**config.mk**
```make
export PLATFORM = sky130hd
export DESIGN_NAME = space_delimited_token_classifier_unit_flat
export DESIGN_NICKNAME = d
export VERILOG_FILES = /design/src/design/sdtc_pkg.sv /design/src/design/sdtc_in_if.sv /design/src/design/sdtc_out_if.sv /design/src/design/space_delimited_token_classifier_unit.sv /design/src/design/sdtc_front.sv /design/src/design/sdtc_queue.sv /design/src/design/sdtc_back.sv /design/src/flat_wrapper.sv
export SDC_FILE = /design/constraint.sdc
export NUM_CORES = 1
export LEC_CHECK = 0
export BUFFER_PORTS_ARGS = -buffer_cell sky130_fd_sc_hd__buf_2
export CAP_MARGIN = 0
export CORE_UTILIZATION = 55
export CTS_CLUSTER_SIZE = 16
export DETAILED_ROUTE_END_ITERATION = 7
export PLACE_DENSITY = 0.77
export SLEW_MARGIN = 10
export SYNTH_ARGS = -nofsm -noshare
export SYNTH_HDL_FRONTEND = slang
export SYNTH_HIERARCHICAL = 1
export SYNTH_SLANG_ARGS = --single-unit
export TNS_END_PERCENT = 100
```
**constraint.sdc**
```tcl
create_clock -name clk -period 2.63 [get_ports clk]
set_input_delay 0.1315 -clock clk [delete_from_list [all_inputs] [get_ports clk]]
set_output_delay 0.1315 -clock clk [all_outputs]
set_load 0.01 [all_outputs]
```
**src/design/sdtc_pkg.sv**
```systemverilog
// space-delimited token classifier: shared types, character constants and
// byte-class helpers; used by every module of the block
package sdtc_pkg;

  // queue between the classifier and the result sequencer
  localparam int QUEUE_DEPTH = 4;
  localparam int QPTR_W      = $clog2(QUEUE_DEPTH);
  localparam int QCNT_W      = QPTR_W + 1;

  // character codes
  localparam logic [7:0] CH_PLUS  = 8'h2B;
  localparam logic [7:0] CH_MINUS = 8'h2D;
  localparam logic [7:0] CH_EQUAL = 8'h3D;
  localparam logic [7:0] CH_STAR  = 8'h2A;
  localparam logic [7:0] CH_AMP   = 8'h26;
  localparam logic [7:0] CH_PIPE  = 8'h7C;
  localparam logic [7:0] CH_SLASH = 8'h2F;
  localparam logic [7:0] CH_DOT   = 8'h2E;
  localparam logic [7:0] CH_SPACE = 8'h20;

  // lexer modes
  typedef enum logic [3:0] {
    MODE_IDLE   = 4'd0,
    MODE_IDENT  = 4'd1,
    MODE_NUMBER = 4'd2,
    MODE_OPER   = 4'd3,
    MODE_SLASH  = 4'd4,
    MODE_BLOCK  = 4'd5,
    MODE_BSTAR  = 4'd6,
    MODE_SKIP   = 4'd7,
    MODE_LINE   = 4'd8
  } mode_t;

  // reported token kinds
  typedef enum logic [2:0] {
    KIND_IDENT   = 3'd0,
    KIND_NUMBER  = 3'd1,
    KIND_OPER    = 3'd2,
    KIND_COMMENT = 3'd3,
    KIND_ERROR   = 3'd4,
    KIND_END     = 3'd5
  } kind_t;

  // results caused by one character: one or two kinds
  typedef struct packed {
    logic  two;
    kind_t first;
    kind_t second;
  } work_t;

  function automatic logic is_letter(input logic [7:0] c);
    return (c >= 8'h61 && c <= 8'h7A) || (c >= 8'h41 && c <= 8'h5A);
  endfunction

  function automatic logic is_digit(input logic [7:0] c);
    return c >= 8'h30 && c <= 8'h39;
  endfunction

  function automatic logic is_op(input logic [7:0] c);
    return c == CH_PLUS || c == CH_MINUS || c == CH_EQUAL ||
           c == CH_STAR || c == CH_AMP || c == CH_PIPE;
  endfunction

endpackage

```
**src/design/sdtc_in_if.sv**
```systemverilog
// character channel: valid/ready handshake with one character per transfer
// standalone, no dependencies
interface sdtc_in_if;
  logic       valid;
  logic       ready;
  logic [7:0] char_byte;
  logic       is_final;

  modport source (output valid, output char_byte, output is_final, input ready);
  modport sink   (input valid, input char_byte, input is_final, output ready);
endinterface

```
**src/design/sdtc_out_if.sv**
```systemverilog
// token channel: valid/ready handshake with one token result per transfer
// standalone, no dependencies
interface sdtc_out_if;
  logic       valid;
  logic       ready;
  logic [2:0] token_kind;
  logic       last_result;

  modport source (output valid, output token_kind, output last_result, input ready);
  modport sink   (input valid, input token_kind, input last_result, output ready);
endinterface

```
**src/design/space_delimited_token_classifier_unit.sv**
```systemverilog
// space-delimited token classifier, top level
// ties classifier front end, work queue and result sequencer together
// depends on sdtc_pkg, sdtc_in_if, sdtc_out_if and the sdtc_* modules
//
// char_in carries one text character per transfer with a final-character
// flag; tok_out carries token results (kind and a last-result flag).
// A character that closes a token, fails a token or ends the text yields
// one or two results; other characters yield none.
// Throughput: one character per cycle while results are taken; the result
// sequencer sends one result per cycle while taken, so characters that yield
// two results are absorbed by the four-entry work queue, then throttle char_in.
// The results of a character pass through the queue write and then the
// output register before tok_out.valid rises, and they transfer when
// nothing is stalled.
// When tok_out stalls, the output register holds, the queue fills, and
// char_in.ready drops once the queue is full.
// Synchronous reset clears the lexer to idle between tokens and empties
// the queue and output register; no clearing pass is needed.
module space_delimited_token_classifier_unit (
  input  logic        clk,
  input  logic        rst,
  sdtc_in_if.sink     char_in,
  sdtc_out_if.source  tok_out
);

  logic            push;
  sdtc_pkg::work_t push_data;
  logic            q_full;
  logic            q_valid;
  sdtc_pkg::work_t q_head;
  logic            q_pop;

  sdtc_front u_front (
    .clk       (clk),
    .rst       (rst),
    .char_in   (char_in),
    .q_full    (q_full),
    .push      (push),
    .push_data (push_data)
  );

  sdtc_queue u_queue (
    .clk       (clk),
    .rst       (rst),
    .push      (push),
    .push_data (push_data),
    .full      (q_full),
    .valid     (q_valid),
    .head      (q_head),
    .pop       (q_pop)
  );

  sdtc_back u_back (
    .clk     (clk),
    .rst     (rst),
    .q_valid (q_valid),
    .q_head  (q_head),
    .q_pop   (q_pop),
    .tok_out (tok_out)
  );

endmodule

```
**src/design/sdtc_front.sv**
```systemverilog
// classifier front end: lexer state machine, one character per transfer
// depends on sdtc_pkg and sdtc_in_if
module sdtc_front (
  input  logic              clk,
  input  logic              rst,
  sdtc_in_if.sink           char_in,
  input  logic              q_full,
  output logic              push,
  output sdtc_pkg::work_t   push_data
);

  sdtc_pkg::mode_t mode;
  sdtc_pkg::mode_t mode_next;
  sdtc_pkg::mode_t m_step;
  sdtc_pkg::kind_t step_kind;
  logic            step_emit;
  logic            open_tok;
  logic            has_result;
  logic            accept;
  logic [7:0]      c;

  assign c            = char_in.char_byte;
  assign char_in.ready = !q_full;
  assign accept       = char_in.valid && char_in.ready;

  // mode register
  always_ff @(posedge clk) begin
    if (rst) begin
      mode <= sdtc_pkg::MODE_IDLE;
    end else if (accept) begin
      mode <= mode_next;
    end
  end

  // transition on the character class, then end-of-text handling
  always_comb begin
    m_step    = mode;
    step_emit = 1'b0;
    step_kind = sdtc_pkg::KIND_ERROR;
    case (mode)
      sdtc_pkg::MODE_IDLE: begin
        if (c == sdtc_pkg::CH_SPACE) m_step = sdtc_pkg::MODE_IDLE;
        else if (sdtc_pkg::is_letter(c)) m_step = sdtc_pkg::MODE_IDENT;
        else if (sdtc_pkg::is_digit(c)) m_step = sdtc_pkg::MODE_NUMBER;
        else if (sdtc_pkg::is_op(c)) m_step = sdtc_pkg::MODE_OPER;
        else if (c == sdtc_pkg::CH_SLASH) m_step = sdtc_pkg::MODE_SLASH;
        else begin
          step_emit = 1'b1;
          m_step    = sdtc_pkg::MODE_SKIP;
        end
      end
      sdtc_pkg::MODE_IDENT: begin
        if (!(sdtc_pkg::is_letter(c) || sdtc_pkg::is_digit(c))) begin
          step_emit = 1'b1;
          if (c == sdtc_pkg::CH_SPACE) begin
            step_kind = sdtc_pkg::KIND_IDENT;
            m_step    = sdtc_pkg::MODE_IDLE;
          end else begin
            m_step = sdtc_pkg::MODE_SKIP;
          end
        end
      end
      sdtc_pkg::MODE_NUMBER: begin
        if (!(sdtc_pkg::is_digit(c) || c == sdtc_pkg::CH_DOT)) begin
          step_emit = 1'b1;
          if (c == sdtc_pkg::CH_SPACE) begin
            step_kind = sdtc_pkg::KIND_NUMBER;
            m_step    = sdtc_pkg::MODE_IDLE;
          end else begin
            m_step = sdtc_pkg::MODE_SKIP;
          end
        end
      end
      sdtc_pkg::MODE_OPER: begin
        if (!sdtc_pkg::is_op(c)) begin
          step_emit = 1'b1;
          if (c == sdtc_pkg::CH_SPACE) begin
            step_kind = sdtc_pkg::KIND_OPER;
            m_step    = sdtc_pkg::MODE_IDLE;
          end else begin
            m_step = sdtc_pkg::MODE_SKIP;
          end
        end
      end
      sdtc_pkg::MODE_SLASH: begin
        step_emit = 1'b1;
        if (c == sdtc_pkg::CH_SLASH) begin
          step_kind = sdtc_pkg::KIND_COMMENT;
          m_step    = sdtc_pkg::MODE_LINE;
        end else if (c == sdtc_pkg::CH_STAR) begin
          step_emit = 1'b0;
          m_step    = sdtc_pkg::MODE_BLOCK;
        end else if (c == sdtc_pkg::CH_SPACE) begin
          step_kind = sdtc_pkg::KIND_OPER;
          m_step    = sdtc_pkg::MODE_IDLE;
        end else begin
          m_step = sdtc_pkg::MODE_SKIP;
        end
      end
      sdtc_pkg::MODE_BLOCK: begin
        m_step = (c == sdtc_pkg::CH_STAR) ? sdtc_pkg::MODE_BSTAR : sdtc_pkg::MODE_BLOCK;
      end
      sdtc_pkg::MODE_BSTAR: begin
        step_emit = 1'b1;
        if (c == sdtc_pkg::CH_SLASH) begin
          step_kind = sdtc_pkg::KIND_COMMENT;
          m_step    = sdtc_pkg::MODE_IDLE;
        end else begin
          m_step = (c == sdtc_pkg::CH_SPACE) ? sdtc_pkg::MODE_IDLE : sdtc_pkg::MODE_SKIP;
        end
      end
      sdtc_pkg::MODE_SKIP: begin
        m_step = (c == sdtc_pkg::CH_SPACE) ? sdtc_pkg::MODE_IDLE : sdtc_pkg::MODE_SKIP;
      end
      sdtc_pkg::MODE_LINE: begin
        m_step = sdtc_pkg::MODE_LINE;
      end
      default: begin
        m_step = sdtc_pkg::MODE_IDLE;
      end
    endcase

    // token or block comment still open when the text ends
    open_tok = m_step == sdtc_pkg::MODE_IDENT || m_step == sdtc_pkg::MODE_NUMBER ||
               m_step == sdtc_pkg::MODE_OPER  || m_step == sdtc_pkg::MODE_SLASH  ||
               m_step == sdtc_pkg::MODE_BLOCK || m_step == sdtc_pkg::MODE_BSTAR;

    // pack the results of this character
    push_data.two    = 1'b0;
    push_data.first  = step_kind;
    push_data.second = sdtc_pkg::KIND_END;
    if (step_emit) begin
      push_data.two = char_in.is_final;
    end else if (char_in.is_final && open_tok) begin
      push_data.first = sdtc_pkg::KIND_ERROR;
      push_data.two   = 1'b1;
    end else if (char_in.is_final) begin
      push_data.first = sdtc_pkg::KIND_END;
    end

    has_result = step_emit || char_in.is_final;
    mode_next  = char_in.is_final ? sdtc_pkg::MODE_IDLE : m_step;
  end

  assign push = accept && has_result;

endmodule

```
**src/design/sdtc_queue.sv**
```systemverilog
// work queue between the classifier and the result sequencer
// depends on sdtc_pkg
module sdtc_queue (
  input  logic            clk,
  input  logic            rst,
  input  logic            push,
  input  sdtc_pkg::work_t push_data,
  output logic            full,
  output logic            valid,
  output sdtc_pkg::work_t head,
  input  logic            pop
);

  sdtc_pkg::work_t                   mem [sdtc_pkg::QUEUE_DEPTH];
  logic [sdtc_pkg::QPTR_W-1:0]       wr_ptr;
  logic [sdtc_pkg::QPTR_W-1:0]       rd_ptr;
  logic [sdtc_pkg::QCNT_W-1:0]       count;

  assign full  = count == sdtc_pkg::QCNT_W'(sdtc_pkg::QUEUE_DEPTH);
  assign valid = count != '0;
  assign head  = mem[rd_ptr];

  // entry storage
  always_ff @(posedge clk) begin
    if (push) begin
      mem[wr_ptr] <= push_data;
    end
  end

  // pointers and fill level
  always_ff @(posedge clk) begin
    if (rst) begin
      wr_ptr <= '0;
      rd_ptr <= '0;
      count  <= '0;
    end else begin
      if (push) wr_ptr <= wr_ptr + 1'b1;
      if (pop)  rd_ptr <= rd_ptr + 1'b1;
      case ({push, pop})
        2'b10:   count <= count + 1'b1;
        2'b01:   count <= count - 1'b1;
        default: count <= count;
      endcase
    end
  end

`ifndef SYNTHESIS
  a_no_overflow: assert property (@(posedge clk) disable iff (rst) push |-> !full)
    else $error("queue written while full");
  a_no_underflow: assert property (@(posedge clk) disable iff (rst) pop |-> valid)
    else $error("queue read while empty");
  a_count_bound: assert property (@(posedge clk) disable iff (rst)
    count <= sdtc_pkg::QCNT_W'(sdtc_pkg::QUEUE_DEPTH))
    else $error("queue fill level out of range");
  a_ptr_track: assert property (@(posedge clk) disable iff (rst)
    (wr_ptr - rd_ptr) == count[sdtc_pkg::QPTR_W-1:0])
    else $error("queue pointers disagree with fill level");
`endif

endmodule

```
**src/design/sdtc_back.sv**
```systemverilog
// result sequencer: sends the one or two results of each queue entry
// through a registered output stage; depends on sdtc_pkg and sdtc_out_if
module sdtc_back (
  input  logic            clk,
  input  logic            rst,
  input  logic            q_valid,
  input  sdtc_pkg::work_t q_head,
  output logic            q_pop,
  sdtc_out_if.source      tok_out
);

  logic            out_valid;
  sdtc_pkg::kind_t out_kind;
  logic            out_last;
  logic            phase;
  logic            load;

  assign load  = (!out_valid || tok_out.ready) && q_valid;
  assign q_pop = load && (phase || !q_head.two);

  // output register and second-result phase
  always_ff @(posedge clk) begin
    if (rst) begin
      out_valid <= 1'b0;
      phase     <= 1'b0;
    end else begin
      if (load) begin
        out_valid <= 1'b1;
        phase     <= !phase && q_head.two;
      end else if (tok_out.ready) begin
        out_valid <= 1'b0;
      end
    end
  end

  // payload
  always_ff @(posedge clk) begin
    if (load) begin
      out_kind <= phase ? q_head.second : q_head.first;
      out_last <= phase || !q_head.two;
    end
  end

  assign tok_out.valid       = out_valid;
  assign tok_out.token_kind  = out_kind;
  assign tok_out.last_result = out_last;

endmodule

```
**src/flat_wrapper.sv**
```systemverilog
// flat-port wrapper written by rule: the top's interface ports become plain ports
module space_delimited_token_classifier_unit_flat 
  (clk, rst, char_in_valid, char_in_char_byte, char_in_is_final, char_in_ready, tok_out_valid, tok_out_token_kind, tok_out_last_result, tok_out_ready);
  sdtc_in_if char_in_i ();
  sdtc_out_if tok_out_i ();
  input  logic clk;
  input  logic rst;
  input wire logic [$bits(char_in_i.valid)-1:0] char_in_valid;
  input wire logic [$bits(char_in_i.char_byte)-1:0] char_in_char_byte;
  input wire logic [$bits(char_in_i.is_final)-1:0] char_in_is_final;
  output wire logic [$bits(char_in_i.ready)-1:0] char_in_ready;
  output wire logic [$bits(tok_out_i.valid)-1:0] tok_out_valid;
  output wire logic [$bits(tok_out_i.token_kind)-1:0] tok_out_token_kind;
  output wire logic [$bits(tok_out_i.last_result)-1:0] tok_out_last_result;
  input wire logic [$bits(tok_out_i.ready)-1:0] tok_out_ready;
  assign char_in_i.valid = char_in_valid;
  assign char_in_i.char_byte = char_in_char_byte;
  assign char_in_i.is_final = char_in_is_final;
  assign char_in_ready = char_in_i.ready;
  assign tok_out_valid = tok_out_i.valid;
  assign tok_out_token_kind = tok_out_i.token_kind;
  assign tok_out_last_result = tok_out_i.last_result;
  assign tok_out_i.ready = tok_out_ready;
  space_delimited_token_classifier_unit u_core (.clk(clk), .rst(rst), .char_in(char_in_i), .tok_out(tok_out_i));
endmodule
```
==> results.toml <==
[outcome]
status = "completed"

[worst_setup_path]
reg2reg_to = "u_core/u_queue/count[2]"
crit_type = "register to register"
start_kind = "register"
slowest_delay_ns = 0.38
path_common_cell = "or2_4"
required_ns = 2.87
cp.arrival_ns = 2.79
reg2reg_depth = 12
critPathMaxFanout = 3
crit_path_cell_trace = "or2_4 -> or2_4 -> nor2_2 -> o211ai_1 -> nand3_1 -> o21ba_4 -> inv_2 -> ha_4 -> fa_2 -> xnor2_2 -> or3_1 -> a21oi_2"
reg2reg_slack_ns = 0.08
r2r_start = "u_core/u_front/mode[1]"
cp-end-kind = "register"
worst_path_max_delay_cell = "or3_1"

[final_layout]
fin_area_um2 = 2960
antenna_cells = 0
fin_nets = 274
final_cells = 308
drive_gt1_frac = 0.324
area_growth_pct = 15.2
utilization = 0.671

[routing]
postRouteAntennaNets = 0
viasPerCell = 5.57
drc = 0
drt-total-wl_um = 4620
post_drt_wl_per_cell_um = 15.0
drt_iter0_drc = 48
dr_total_vias = 1716
drtPass1Iterations = 4

[flow_run]
maxCapViolCount = 0

[power]
pwr_density_cell_nw_per_um2 = 836
p_leak_uw = 0.00107
ir_drop_mv = 0.397

[yosys]
ys_types = 62
synth_area_um2 = 2570
yosysSeqAreaShare = 0.491
synth_top_area_share = 0.374
syn_inst = 220
yosys-top-cells-count = "edfxtp_1, nor2_1, dfxtp_1"
synth_enable_flop_cells = 32
synth_most_common_cell = "edfxtp_1"
yosysWarningCount = 6
async_reset_ff_frac = 0
avgSynthCellArea_um2 = 11.7
synth_area_leader_cell = "edfxtp_1"
synthTopCellsByArea = "edfxtp_1, dfxtp_1, mux4_2, nor2_1, ha_1"
synth_flop_cell = "edfxtp_1"
yosys_register_bits = 47

[sta]
fin_setup_tns_ns = 0
drv_slew = 0
finalCriticalPeriod_ns = 2.55
fin_ws_ns = 0.0802
fin_skew_ns = 0.00625
rsz0062_at_grt = "true"
finalHoldViolations = 0
finalCritPeriodShare = 0.970
setup_viol = 0
clock.fmax_mhz = 392

[clock_tree]
path_clk_slew_ns = 0.09
cts_max_level = 2
clock-root-buffer = "clkbuf_8"
insertion_delay_ns = 0.30
numCtsBuffers = 5
cts_hold_buf = 0
cts_tree = "built"
clock_path_buffers = 2
cts.sinks = 47

[worst_hold_path]
holdPathEnd = "u_core/u_back/tok_out.valid"
worstHoldPathType = "primary input to register"
hold_start = "tok_out_ready"
holdPathStages = 3

[global_routing]
antenna_found_initial = 0
overflow = 0
grt_max_degree = 16
grt_pass1_wl_um = 7960
grt_pass1_vias = 1721
grt_usage = 0.209

[die]
fp.dieW_um = 70.4
die_h_um = 70.4
dieArea_um2 = 4950
start_util = 0.582
ios = 19
row_count = 24
core_um2 = 4410

[place]
dp_slack_ns = -0.186
placed_cell_area_um2 = 2800
placedCellCount = 298
io_buffers = 18
hpwl_um = 3500
gp_congestion = 0.838
[kinds of logic (layout without fill, tap and decap cells)]
group | count (synthesis) | after routing | synth area share
mux | 14 | 14 | 0.0901
flops | 47 | 47 | 0.491
fa+ha+maj | 6 | 6 | 0.0321
other cells | 2 | 3 | 0.00292
compound gates | 40 | 40 | 0.119
xor+xnor | 5 | 5 | 0.0170
buf+inv | 21 | 56 | 0.0536
simple gates | 85 | 85 | 0.195
[layer usage]
metal  global-route usage  wire length [um]
met5                    0                 0
met4               0.0933                53
met3               0.0303               112
met2                0.366              2380
met1                0.253              2080
[power breakdown]
group	internal, uW	switching (uW)
Sequential	970	84.2
Combinational	466	434
Clock	283	238
[how the worst max path moves through the flow]
stage                            from                       to  cells after the start
2_1_floorplan    char_in_char_byte[2]  u_core/u_queue/count[2]                     14
3_3_place_gp     char_in_char_byte[2]  u_core/u_queue/count[2]                     14
3_5_place_dp     char_in_char_byte[2]  u_core/u_queue/count[2]                     14
4_1_cts        u_core/u_front/mode[1]  u_core/u_queue/count[2]                     12
5_1_grt          char_in_char_byte[0]  u_core/u_queue/count[2]                     14
6_report       u_core/u_front/mode[1]  u_core/u_queue/count[2]                     12
[flip-flops by register name, indices dropped and copies added, names as in the netlist, 2 cells and up, named ones only]
register / cells
u_core/u_queue/count: 3
u_core/u_queue/rd_ptr: 2
u_core/u_queue/mem: 28
u_core/u_queue/wr_ptr: 2
u_core/u_front/mode: 4
u_core/u_back/tok_out.token_kind: 3
[repair_timing]
| item | in CTS | in global routing |
|---|---|---|
| setup endpoints to repair | 0 | 1 |
| resized for setup | 0 | 9 |
| setup buffers | 0 | 2 |
[cell usage in the layout, fill, tap and decap left out, types with 3 or more instances in the layout]
cell type and count:
inv_1 6, mux2i_1 4, edfxtp_1 32, nor2b_1 4
a21oi_1 8, clkbuf_8 5, o211ai_1 3, buf_4 23
nor2_1 19, dfxtp_1 14, and2_1 6, or2_4 3
conb_1 3, o21ai_1 4, nor3_1 3, mux4_2 7
a31oi_1 3, nand3_1 6, o21ai_0 3, buf_2 16
nand2_2 3, ha_1 4, nand2_1 10, or3_1 4
[critical path, delay by kind of cell, from the launching register on]
family                   cells  cell delay, ns
AND/OR/NAND/NOR              5            1.09
AO/OA/AOI/OAI                3            0.38
adder cells (fa/ha/maj)      2            0.50
buffers and inverters        1            0.04
XOR/XNOR                     1            0.14
flip-flops                   1            0.33
[through the flow]
stage	power, uW	hold WS [ns]
floorplan	1710	0.201
global placement	1900	0.440
CTS	2460	0.126
finish	2480	0.133
global route	2630	0.153
detailed placement	1940	0.446
[cell type report]
class,instances,area (um^2)
clock buffer,5,68.8
clock inverter,3,42.5
fill,336,1450
inverter,7,26.3
multi-input combinational,153,1220
sequential,47,1260
tap,52,65.1
timing repair buffer,41,275
Note: power is estimated with default switching activity, not from simulation.
